[config.mk]
export PLATFORM = sky130hd
export DESIGN_NAME = stepper_shift_frame_composer_flat
export DESIGN_NICKNAME = d
export VERILOG_FILES = /design/src/sv/sfc_pkg.sv /design/src/sv/sfc_cmd_if.sv /design/src/sv/sfc_frame_if.sv /design/src/sv/sfc_cfg_if.sv /design/src/sv/sfc_datapath.sv /design/src/sv/sfc_ctrl.sv /design/src/sv/stepper_shift_frame_composer.sv /design/src/flat_wrapper.sv
export SDC_FILE = /design/constraint.sdc
export NUM_CORES = 1
export LEC_CHECK = 0
export ABC_AREA = 1
export ABC_CLOCK_PERIOD_IN_PS = 5300
export BUFFER_PORTS_ARGS = -buffer_cell sky130_fd_sc_hd__buf_2
export CORE_MARGIN = 5
export CORE_UTILIZATION = 35
export CTS_BUF_LIST = sky130_fd_sc_hd__clkbuf_2 sky130_fd_sc_hd__clkbuf_4 sky130_fd_sc_hd__clkbuf_8
export DETAILED_ROUTE_END_ITERATION = 6
export PLACE_DENSITY = 0.54
export RECOVER_POWER = 50
export SYNTH_ARGS = -nofsm -noshare
export SYNTH_HDL_FRONTEND = slang
export SYNTH_SLANG_ARGS = --single-unit
[constraint.sdc]
create_clock -name clk -period 5.3 [get_ports clk]
set_input_delay 1.06 -clock clk [delete_from_list [all_inputs] [get_ports clk]]
set_output_delay 1.06 -clock clk [all_outputs]
set_load 0.05 [all_outputs]
[src/sv/sfc_pkg.sv]
package sfc_pkg;

	localparam int NUM_MOTORS_DEF = 64;
	localparam int MOTOR_W = 6;
	localparam int CMD_W = 3;
	localparam int WORD_W = 64;
	localparam int WIDX_W = 2;
	localparam int STORE_BITS = 192;
	localparam int FRAME_CNT_W = 3;
	localparam logic [WORD_W-1:0] MASK_RESET = 64'hFFFF_FFFF_FFFF_0000;

	// Frame kind, one bit per planned frame; the plan is shifted out MSB first.
	localparam logic KIND_FULL = 1'b0;
	localparam logic KIND_NOCLK = 1'b1;

	typedef enum logic [CMD_W-1:0] {
		CMD_STORE = 3'd0,
		CMD_CLR_ONE = 3'd1,
		CMD_CLR_ALL = 3'd2,
		CMD_SEND = 3'd3,
		CMD_SEND_AUTO = 3'd4,
		CMD_SEND_CHG = 3'd5,
		CMD_SEND_CHG_AUTO = 3'd6
	} cmd_t;

	typedef enum logic {
		ST_IDLE,
		ST_EMIT
	} state_t;

	typedef struct packed {
		logic store;
		logic clr_one;
		logic clr_all;
		logic sent_full;
		logic sent_noclk;
		logic sel_noclk;
		logic [WIDX_W-1:0] word_idx;
	} dp_cmd_t;

	typedef struct packed {
		logic rise;
		logic changed;
	} dp_sts_t;

endpackage

[src/sv/sfc_cmd_if.sv]
interface sfc_cmd_if;
	import sfc_pkg::*;

	logic valid;
	logic ready;
	logic [CMD_W-1:0] command;
	logic [MOTOR_W-1:0] motor_index;
	logic clk_bit;
	logic dir_bit;
	logic stby_bit;

	modport source(output valid, command, motor_index, clk_bit, dir_bit, stby_bit,
		input ready);
	modport sink(input valid, command, motor_index, clk_bit, dir_bit, stby_bit,
		output ready);
endinterface

[src/sv/sfc_frame_if.sv]
interface sfc_frame_if;
	import sfc_pkg::*;

	logic valid;
	logic ready;
	logic [WORD_W-1:0] frame_word;
	logic [WIDX_W-1:0] word_index;
	logic end_of_frame;
	logic last;

	modport source(output valid, frame_word, word_index, end_of_frame, last, input ready);
	modport sink(input valid, frame_word, word_index, end_of_frame, last, output ready);
endinterface

[src/sv/sfc_cfg_if.sv]
interface sfc_cfg_if;
	import sfc_pkg::*;

	logic valid;
	logic ready;
	logic [WORD_W-1:0] data;

	modport source(output valid, data, input ready);
	modport sink(input valid, data, output ready);
endinterface

[src/sv/sfc_datapath.sv]
module sfc_datapath #(
	parameter int NUM_MOTORS = sfc_pkg::NUM_MOTORS_DEF
) (
	input  logic                          clk,
	input  logic                          arst_n,
	input  sfc_pkg::dp_cmd_t              ctl,
	output sfc_pkg::dp_sts_t              sts,
	input  logic [sfc_pkg::MOTOR_W-1:0]   motor,
	input  logic                          clk_bit,
	input  logic                          dir_bit,
	input  logic                          stby_bit,
	input  logic                          cfg_we,
	input  logic [sfc_pkg::WORD_W-1:0]    cfg_data,
	output logic [sfc_pkg::WORD_W-1:0]    frame_word
);
	import sfc_pkg::*;

	function automatic logic [STORE_BITS-1:0] build_mask(int offset);
		logic [STORE_BITS-1:0] m;
		m = '0;
		for (int k = 0; k < NUM_MOTORS; k++)
			m[STORE_BITS-1-(3*k+offset)] = 1'b1;
		return m;
	endfunction

	// Stream bit p sits at vector index STORE_BITS-1-p, so byte 0 is the top byte.
	localparam logic [STORE_BITS-1:0] CLK_MASK = build_mask(0);
	localparam logic [STORE_BITS-1:0] STBY_MASK = build_mask(2);

	logic [STORE_BITS-1:0] pending_q;
	logic [STORE_BITS-1:0] sent_q;
	logic [WORD_W-1:0]     mask_q;
	logic [STORE_BITS-1:0] pend_d;
	logic [STORE_BITS-1:0] noclk;
	logic [STORE_BITS-1:0] src;
	logic                  dir_eff;

	assign noclk = pending_q & ~CLK_MASK;
	assign dir_eff = dir_bit ^ mask_q[motor];

	assign sts.rise = |(pending_q & ~sent_q & STBY_MASK);
	assign sts.changed = (pending_q != sent_q);

	always_comb begin
		pend_d = pending_q;
		if (ctl.clr_all) begin
			pend_d = pending_q & ~(CLK_MASK | STBY_MASK);
		end
		for (int k = 0; k < NUM_MOTORS; k++) begin
			if (motor == MOTOR_W'(k)) begin
				if (ctl.store) begin
					pend_d[STORE_BITS-1-3*k] = clk_bit;
					pend_d[STORE_BITS-2-3*k] = dir_eff;
					pend_d[STORE_BITS-3-3*k] = stby_bit;
				end
				if (ctl.clr_one) begin
					pend_d[STORE_BITS-1-3*k] = 1'b0;
					pend_d[STORE_BITS-3-3*k] = 1'b0;
				end
			end
		end
	end

	always_ff @(posedge clk or negedge arst_n) begin
		if (!arst_n) begin
			pending_q <= '0;
			sent_q <= '0;
			mask_q <= MASK_RESET;
		end else begin
			pending_q <= pend_d;
			if (ctl.sent_full) begin
				sent_q <= pending_q;
			end else if (ctl.sent_noclk) begin
				sent_q <= noclk;
			end
			if (cfg_we) begin
				mask_q <= cfg_data;
			end
		end
	end

	assign src = ctl.sel_noclk ? noclk : pending_q;

	always_comb begin
		case (ctl.word_idx)
			2'd0: frame_word = src[STORE_BITS-1 -: WORD_W];
			2'd1: frame_word = src[STORE_BITS-1-WORD_W -: WORD_W];
			default: frame_word = src[WORD_W-1:0];
		endcase
	end
endmodule

[src/sv/sfc_ctrl.sv]
module sfc_ctrl #(
	parameter int NUM_MOTORS = sfc_pkg::NUM_MOTORS_DEF
) (
	input  logic                        clk,
	input  logic                        arst_n,
	input  logic                        in_valid,
	output logic                        in_ready,
	input  logic [sfc_pkg::CMD_W-1:0]   in_command,
	output logic                        out_valid,
	input  logic                        out_ready,
	output logic [sfc_pkg::WIDX_W-1:0]  out_word_index,
	output logic                        out_end_of_frame,
	output logic                        out_last,
	output sfc_pkg::dp_cmd_t            ctl,
	input  sfc_pkg::dp_sts_t            sts
);
	import sfc_pkg::*;

	localparam int FRAME_BYTES = (3 * NUM_MOTORS + 7) / 8;
	localparam int FRAME_WORDS = (FRAME_BYTES + 7) / 8;
	localparam logic [WIDX_W-1:0] LAST_WORD = WIDX_W'(FRAME_WORDS - 1);

	state_t                 state_q;
	state_t                 state_d;
	logic [3:0]             kinds_q;
	logic [FRAME_CNT_W-1:0] frames_q;
	logic [WIDX_W-1:0]      word_q;
	logic                   accept;
	logic                   out_acc;
	logic                   go;
	logic [3:0]             plan_kinds;
	logic [FRAME_CNT_W-1:0] plan_frames;
	logic                   plan_full;
	logic                   plan_noclk;

	assign accept = in_valid && in_ready;
	assign out_acc = out_valid && out_ready;

	// Frame plan for a send, decided from the frames as they stand at acceptance.
	always_comb begin
		go = 1'b0;
		plan_kinds = {KIND_FULL, KIND_FULL, KIND_FULL, KIND_FULL};
		plan_frames = FRAME_CNT_W'(1);
		plan_full = 1'b0;
		plan_noclk = 1'b0;
		case (in_command)
			CMD_SEND, CMD_SEND_CHG: begin
				go = (in_command == CMD_SEND) || sts.changed;
				plan_full = go;
			end
			CMD_SEND_AUTO, CMD_SEND_CHG_AUTO: begin
				go = (in_command == CMD_SEND_AUTO) || sts.changed;
				plan_noclk = go;
				if (!sts.rise) begin
					plan_kinds = {KIND_FULL, KIND_NOCLK, KIND_FULL, KIND_FULL};
					plan_frames = FRAME_CNT_W'(2);
				end else if (in_command == CMD_SEND_AUTO) begin
					plan_kinds = {KIND_NOCLK, KIND_FULL, KIND_FULL, KIND_NOCLK};
					plan_frames = FRAME_CNT_W'(4);
				end else begin
					plan_kinds = {KIND_NOCLK, KIND_FULL, KIND_NOCLK, KIND_FULL};
					plan_frames = FRAME_CNT_W'(3);
				end
			end
			default: begin
				go = 1'b0;
			end
		endcase
	end

	always_comb begin
		state_d = state_q;
		case (state_q)
			ST_IDLE: begin
				if (accept && go) state_d = ST_EMIT;
			end
			ST_EMIT: begin
				if (out_acc && out_last) state_d = ST_IDLE;
			end
			default: state_d = ST_IDLE;
		endcase
	end

	always_comb begin
		in_ready = (state_q == ST_IDLE);
		out_valid = (state_q == ST_EMIT);
		out_word_index = word_q;
		out_end_of_frame = (word_q == LAST_WORD);
		out_last = out_end_of_frame && (frames_q == FRAME_CNT_W'(1));
		ctl.store = accept && (in_command == CMD_STORE);
		ctl.clr_one = accept && (in_command == CMD_CLR_ONE);
		ctl.clr_all = accept && (in_command == CMD_CLR_ALL);
		ctl.sent_full = accept && plan_full;
		ctl.sent_noclk = accept && plan_noclk;
		ctl.sel_noclk = (kinds_q[3] == KIND_NOCLK);
		ctl.word_idx = word_q;
	end

	always_ff @(posedge clk or negedge arst_n) begin
		if (!arst_n) begin
			state_q <= ST_IDLE;
			kinds_q <= '0;
			frames_q <= '0;
			word_q <= '0;
		end else begin
			state_q <= state_d;
			if (accept) begin
				kinds_q <= plan_kinds;
				frames_q <= plan_frames;
				word_q <= '0;
			end else if (out_acc) begin
				if (out_end_of_frame) begin
					word_q <= '0;
					kinds_q <= {kinds_q[2:0], KIND_FULL};
					frames_q <= frames_q - FRAME_CNT_W'(1);
				end else begin
					word_q <= word_q + WIDX_W'(1);
				end
			end
		end
	end
endmodule

[src/sv/stepper_shift_frame_composer.sv]
// Stepper shift-register frame composer.
// The cmd channel takes one request at a time: stores and clears of a
// motor's clock, direction and standby bits, and send requests. The frame
// channel carries the frame as 64-bit words, first byte in the top bits,
// with word_index, end_of_frame and last. The cfg channel writes the
// direction invert mask; it is always ready, and the user must write it
// only while idle: the block itself does not enforce this. After a store or
// clear request cmd ready stays high. A send request with frames to send
// produces its first word on the cycle after acceptance and one word per
// cycle while the receiver is ready, F frames (0 to 4) of W words (3 at 64
// motors). The word sequencer in the controller steps the words; cmd ready
// stays low until the final word of the request is taken. When the receiver
// stalls, the current word and its tags are held unchanged. Reset clears both
// stored frames and loads the invert mask with 0xFFFF_FFFF_FFFF_0000.
module stepper_shift_frame_composer #(
	parameter int NUM_MOTORS = sfc_pkg::NUM_MOTORS_DEF
) (
	input logic          clk,
	input logic          arst_n,
	sfc_cmd_if.sink      cmd,
	sfc_frame_if.source  frame,
	sfc_cfg_if.sink      cfg
);
	import sfc_pkg::*;

	dp_cmd_t ctl;
	dp_sts_t sts;

	assign cfg.ready = 1'b1;

	sfc_ctrl #(.NUM_MOTORS(NUM_MOTORS)) u_ctrl (
		.clk              (clk),
		.arst_n           (arst_n),
		.in_valid         (cmd.valid),
		.in_ready         (cmd.ready),
		.in_command       (cmd.command),
		.out_valid        (frame.valid),
		.out_ready        (frame.ready),
		.out_word_index   (frame.word_index),
		.out_end_of_frame (frame.end_of_frame),
		.out_last         (frame.last),
		.ctl              (ctl),
		.sts              (sts)
	);

	sfc_datapath #(.NUM_MOTORS(NUM_MOTORS)) u_datapath (
		.clk        (clk),
		.arst_n     (arst_n),
		.ctl        (ctl),
		.sts        (sts),
		.motor      (cmd.motor_index),
		.clk_bit    (cmd.clk_bit),
		.dir_bit    (cmd.dir_bit),
		.stby_bit   (cmd.stby_bit),
		.cfg_we     (cfg.valid),
		.cfg_data   (cfg.data),
		.frame_word (frame.frame_word)
	);
endmodule

[src/flat_wrapper.sv]
// flat-port wrapper written by rule: the top's interface ports become plain ports
module stepper_shift_frame_composer_flat import sfc_pkg::*;
#(
	parameter int NUM_MOTORS = sfc_pkg::NUM_MOTORS_DEF
)
  (clk, arst_n, cmd_valid, cmd_command, cmd_motor_index, cmd_clk_bit, cmd_dir_bit, cmd_stby_bit, cmd_ready, frame_valid, frame_frame_word, frame_word_index, frame_end_of_frame, frame_last, frame_ready, cfg_valid, cfg_data, cfg_ready);
  sfc_cmd_if cmd_i ();
  sfc_frame_if frame_i ();
  sfc_cfg_if cfg_i ();
  input logic clk;
  input logic arst_n;
  input wire logic [$bits(cmd_i.valid)-1:0] cmd_valid;
  input wire logic [$bits(cmd_i.command)-1:0] cmd_command;
  input wire logic [$bits(cmd_i.motor_index)-1:0] cmd_motor_index;
  input wire logic [$bits(cmd_i.clk_bit)-1:0] cmd_clk_bit;
  input wire logic [$bits(cmd_i.dir_bit)-1:0] cmd_dir_bit;
  input wire logic [$bits(cmd_i.stby_bit)-1:0] cmd_stby_bit;
  output wire logic [$bits(cmd_i.ready)-1:0] cmd_ready;
  output wire logic [$bits(frame_i.valid)-1:0] frame_valid;
  output wire logic [$bits(frame_i.frame_word)-1:0] frame_frame_word;
  output wire logic [$bits(frame_i.word_index)-1:0] frame_word_index;
  output wire logic [$bits(frame_i.end_of_frame)-1:0] frame_end_of_frame;
  output wire logic [$bits(frame_i.last)-1:0] frame_last;
  input wire logic [$bits(frame_i.ready)-1:0] frame_ready;
  input wire logic [$bits(cfg_i.valid)-1:0] cfg_valid;
  input wire logic [$bits(cfg_i.data)-1:0] cfg_data;
  output wire logic [$bits(cfg_i.ready)-1:0] cfg_ready;
  assign cmd_i.valid = cmd_valid;
  assign cmd_i.command = cmd_command;
  assign cmd_i.motor_index = cmd_motor_index;
  assign cmd_i.clk_bit = cmd_clk_bit;
  assign cmd_i.dir_bit = cmd_dir_bit;
  assign cmd_i.stby_bit = cmd_stby_bit;
  assign cmd_ready = cmd_i.ready;
  assign frame_valid = frame_i.valid;
  assign frame_frame_word = frame_i.frame_word;
  assign frame_word_index = frame_i.word_index;
  assign frame_end_of_frame = frame_i.end_of_frame;
  assign frame_last = frame_i.last;
  assign frame_i.ready = frame_ready;
  assign cfg_i.valid = cfg_valid;
  assign cfg_i.data = cfg_data;
  assign cfg_ready = cfg_i.ready;
  stepper_shift_frame_composer #(.NUM_MOTORS(NUM_MOTORS)) u_core (.clk(clk), .arst_n(arst_n), .cmd(cmd_i), .frame(frame_i), .cfg(cfg_i));
endmodule
# Word level (Yosys, flattened, before mapping)
# Cells that the tools add are included.
# totals
ff_bits,458
elab_cells,393
rom_bits,0
ramBits,0
memories,0
latchBits,0
out_inout_bits,71
# op_classes
addsub,2
order_cmp,1
shift,0
reduce_logical,22
bitwise_logic,4
mux,284
n_div,0
eq_ne,73
multipliers,0
# op_table
op,n
$mux 192,4
$mux 3,134
$eq 6x6->1 const B,32
$ne 192x192->1,1
$and 190x190->190,1
$not 190->190,1
$mux 1,133
$pmux 64 s2,1
$eq 6x5->1 const B,16
$reduce_or 64->1,1
$eq 6x4->1 const B,8
$eq 6x3->1 const B,4
$mux 4,5
$eq 6x2->1 const B,2
$logic_and 1x1->1,10
$eq 3x3->1 const B,3
$mux 2,4
$lt 6x7->1 const B,1
$bmux 1 s6,1
$eq 3x1->1 const B,2
$eq 3x2->1 const B,2
$eq 6x1->1 const B,1
$logic_not 6->1,1
$reduce_bool 2->1,3
other kinds (12),15

# Logic depth before layout (Yosys ltp)
# depth
depth_word,7
mapped_depth,17

# By module
# A second synthesis with hierarchy kept.
# hier_totals
hier_cells,2939
hier_area_um2,24214.5
# modules_own_cells
mod,seq_area_each_um2,instances,cells_per_inst,area_per_inst_um2
sfc_datapath,11270.8,1,2833,23501.3
sfc_ctrl,250.2,1,104,701.9
stepper_shift_frame_composer,0.0,1,2,11.3

# Least setup slack after synthesis
# No wires, ideal clock.
# synth_timing
path_type,reg2out
startpoint,reg u_core.u_ctrl.word_q[1] (netlist: u_core.u_ctrl.out_word_index[1])
endpoint,out frame_frame_word[10]
arrival_ns,1.927
stages_incl_launch_ff,5
slack_ns,2.313
path_buffers,2
cell_sequence,dfrtp_1 > clkbuf_1 > inv_1 > clkbuf_1 > o21ai_0
# synth_via
elab_chain_cells,2
# synth_rtl
element,line,rtl
"start, declared",sfc_ctrl.sv:27,logic [WIDX_W-1:0] word_q;
"start signal, assigned",sfc_ctrl.sv:117,word_q <= word_q + WIDX_W'(1);
$eq 2x1->1 or $logic_not 2->1 (tied branches),sfc_datapath.sv:85,case (ctl.word_idx)
$pmux 64 s2 (*),sfc_datapath.sv:85,
"end, declared",flat_wrapper.sv:20,output wire logic [$bits(frame_i.frame_word)-1:0] frame_frame_word;
# Every way passes the cells marked *; elsewhere a longest branch is shown, timed or not.

# Final worst setup path
# layout_timing
startpoint,reg u_core.u_ctrl.word_q[1] (netlist: u_core.u_ctrl.out_word_index[1])
endpoint,out frame_frame_word[1]
# The elaborated chain is that of the path after synthesis.

==> reports/qor.txt <==
area of the multi-input gates - 12300 um^2
type of the worst min-delay path - reg2reg
Worst-Skew Late Latency - 0.72 ns
Seq. cell area - 11500 um^2
PortBufs - 150
Synth Area in Simple Gates - 0.305
CP Data Required Time - 4.24 ns
Fin. Hold Viols - 0
Vias - 25900
global route overflow - 0
Max-Cap Viols - 3
total wire length - 111000 um
post-synthesis instance total - 3645
Placeable Area - 74600 um^2
DIE WIDTH - 284 um
Psw - 0.00551 W
clock transition at the registers of the reported paths - 0.06 ns
VDD IR max - 0.364 mV
vias in the first global route - 24200
Least-Margin Pin Slew - 3.20 ns
clock power share - 0.313
Arr. time, crit path - 3.39 ns
Sw Ratio - 0.432
Post-CTS Setup Bufs - 0
final-stage net count - 3904
crit path max fanout - 24
failing checks - max-capacitance violations, max-slew violations
post-synthesis sequential area ratio - 0.437
first-pass GRT wire length - 163000 um
Synth top area share - 0.389
post-CTS sizing - 0
Worst slew margin - -1.13
Yosys reg bits - 458
Die H - 284 um
layout cells sized above 1 - 0.128
clock buffer depth - 3
dpl hpwl - 74200 um
compound-gate portion of the synthesized area - 0.0877
status - complete, but fails checks
Placement Setup Slack - 1.46 ns
largest family of logic cells by synthesized area - simple AND/OR/NAND/NOR gates
Post-Syn Area per Cell - 7.23 um^2
total CTS buffers - 88
Syn-to-layout area delta - 14.2%
mux share of post-synthesis cell area - 0.0226
area of the die - 80900 um^2
Placer Congestion - 0.956
LEAKAGE - 15.7 nW
Initial Util - 0.354
initial DRC count - 3231
sequential power share - 0.330
setup tns final - 0 ns
Synth area leader - dfrtp_1
CTS Hold Buffers Added - 0
adder-cell share of the synthesized area - 0.0313
clk_skew - 0.0336 ns
Post-Synth XOR/XNOR Area - 0.0179
wire length per cell - 23.1 um
CTS tree - yes
PnR worst setup slack - 0.849 ns
finished layout cell area - 30100 um^2
Synth Warn # - 0
WS Path Type - reg2out
Vias per Instance - 5.40
# fillers - 7792
top cells by area, synth - dfrtp_1 (39%), nand2_1 (17%), nand3_1 (7.7%)
TritonCTS Sinks - 458
Root Buffer - clkbuf_8
Slew Viols, Final - 180
initial antenna violation count - 3
Logic pwr share - 0.357
H-Tree Depth - 3
Syn Nets - 3792
Residual DRC - 0
Placed Area - 28100 um^2
largest net degree at the start of global routing - 162
RSZ-0062 raised after global routing - no
CP startpoint kind - flop
Power Density - 424 nW/um^2
site row count - 100
Yosys cell types - 39
Final Util - 0.404
Routed Antenna Nets - 0
fin crit period - 4.45 ns
First-pass DRT Iterations - 7
final setup fails - 0
I/O pin cnt - 152
Int Power - 0.00725 W
CP Capture Type - output pin
Tot GR Track Use - 0.266
FMAX - 225 MHz
Mapped Area - 26400 um^2
period utilization - 0.840
Design Power - 0.0128 W
## kinds of logic (layout without fill, tap and decap cells)
logic type | Yosys count | count (layout)
simple gates | 1957 | 1957
buf+inv | 658 | 843
flops | 458 | 458
compound gates | 398 | 398
fa+ha+maj | 66 | 66
xor+xnor | 54 | 54
mux | 53 | 53
other cells | 1 | 2
## path summary, 6_finish.rpt
path	to	cells past startpoint	from	slack, ns
hold / removal	u_core.u_datapath.sent_q[181]$_DFFE_PN0P_	2	u_core.u_datapath.pending_q[181]$_DFFE_PN0P_	0.47
max in group asynchronous	u_core.u_datapath.pending_q[160]$_DFFE_PN0P_	2	arst_n	1.10
setup reg to reg	u_core.u_datapath.sent_q[174]$_DFFE_PN0P_	12	u_core.u_datapath.pending_q[170]$_DFF_PN0_	1.77
min in group asynchronous	u_core.u_datapath.sent_q[7]$_DFFE_PN0P_	1	arst_n	1.40
setup / recovery	frame_frame_word[1]	8	u_core.u_ctrl.out_word_index[1]$_DFFE_PN0P_	0.85
hold reg to reg	u_core.u_datapath.sent_q[181]$_DFFE_PN0P_	2	u_core.u_datapath.pending_q[181]$_DFFE_PN0P_	0.47
## Yosys cell counts, drive strengths merged
cell type  number
buf            93
nor2          289
nand3         407
clkbuf         79
a2bb2oi         1
mux2           53
o22ai          18
or2             2
a21oi          20
nand2        1190
dfrtp         410
a22oi          48
o2111ai         1
nand2b          1
ha             66
inv           483
nor4           16
clkinv          3
nor3           18
xnor2          36
conb            1
o311ai          8
a31o            8
nand3b          4
o211ai         44
o21ai         250
nor3b           1
and2            2
dfstp          48
xor2           18
nand4          27
## worst max-delay path, cell delays in order, from the launching register on
cell and delay, ns:
dfrtp_1 0.38, buf_4 0.43, nor2_2 0.09, inv_1 0.42, nor2_2 0.05, buf_4 0.30
a22oi_1 0.47, o21ai_0 0.26, buf_2 0.28
## power by group through the flow
stage | logic [W] | clock network (W) | registers, W
after floorplan | 0.00279 | 0 | 0.00418
after global placement | 0.00448 | 0 | 0.00425
after detailed placement | 0.00450 | 0 | 0.00425
after CTS | 0.00451 | 0.00405 | 0.00420
after global routing | 0.00480 | 0.00421 | 0.00425
final | 0.00456 | 0.00399 | 0.00421
## cell usage in the layout, fill, tap and decap left out, drive strengths merged, types with 53 or more instances in the layout
cell type / synthesis / final
o21ai: 250 / 250
dfrtp: 410 / 410
ha: 66 / 66
inv: 483 / 487
nor2: 289 / 289
clkbuf: 79 / 157
nand3: 407 / 407
buf: 93 / 189
mux2: 53 / 53
nand2: 1190 / 1190
## through the flow
step,hold slack [ns],instances
after floorplan,0.442,3645
after global placement,0.449,4636
after detailed placement,0.455,4636
after CTS,0.471,4799
after global routing,0.506,4800
final,0.471,4800
## state kept, by name, indices dropped and copies added, names as in the netlist
register and flops:
u_core.u_ctrl.frames_q 3, u_core.u_ctrl.out_word_index 2, u_core.u_datapath.mask_q 64, u_core.u_datapath.sent_q 192
u_core.u_ctrl.out_valid 1, u_core.u_datapath.pending_q 192, u_core.u_ctrl.kinds_q 4
## cell type report
type	count	area share
diodes	1	0.0000831
clock buffers	152	0.0626
clock inverters	11	0.00411
inverters	486	0.0606
multi-input cells	2529	0.410
flip-flops and latches	458	0.383
well taps	969	0.0403
repair buffers	194	0.0401
## routing by layer
metal,up-vias,part of all wire,track usage,routed length [um]
met5,-,0.000063,0,7
met4,2,0.047,0.109,5210
met3,257,0.10,0.0617,11100
met2,1433,0.42,0.394,47000
met1,12400,0.43,0.376,47700
li1,11800,-,-,-
No activity file was read; power rests on OpenSTA's default activity.
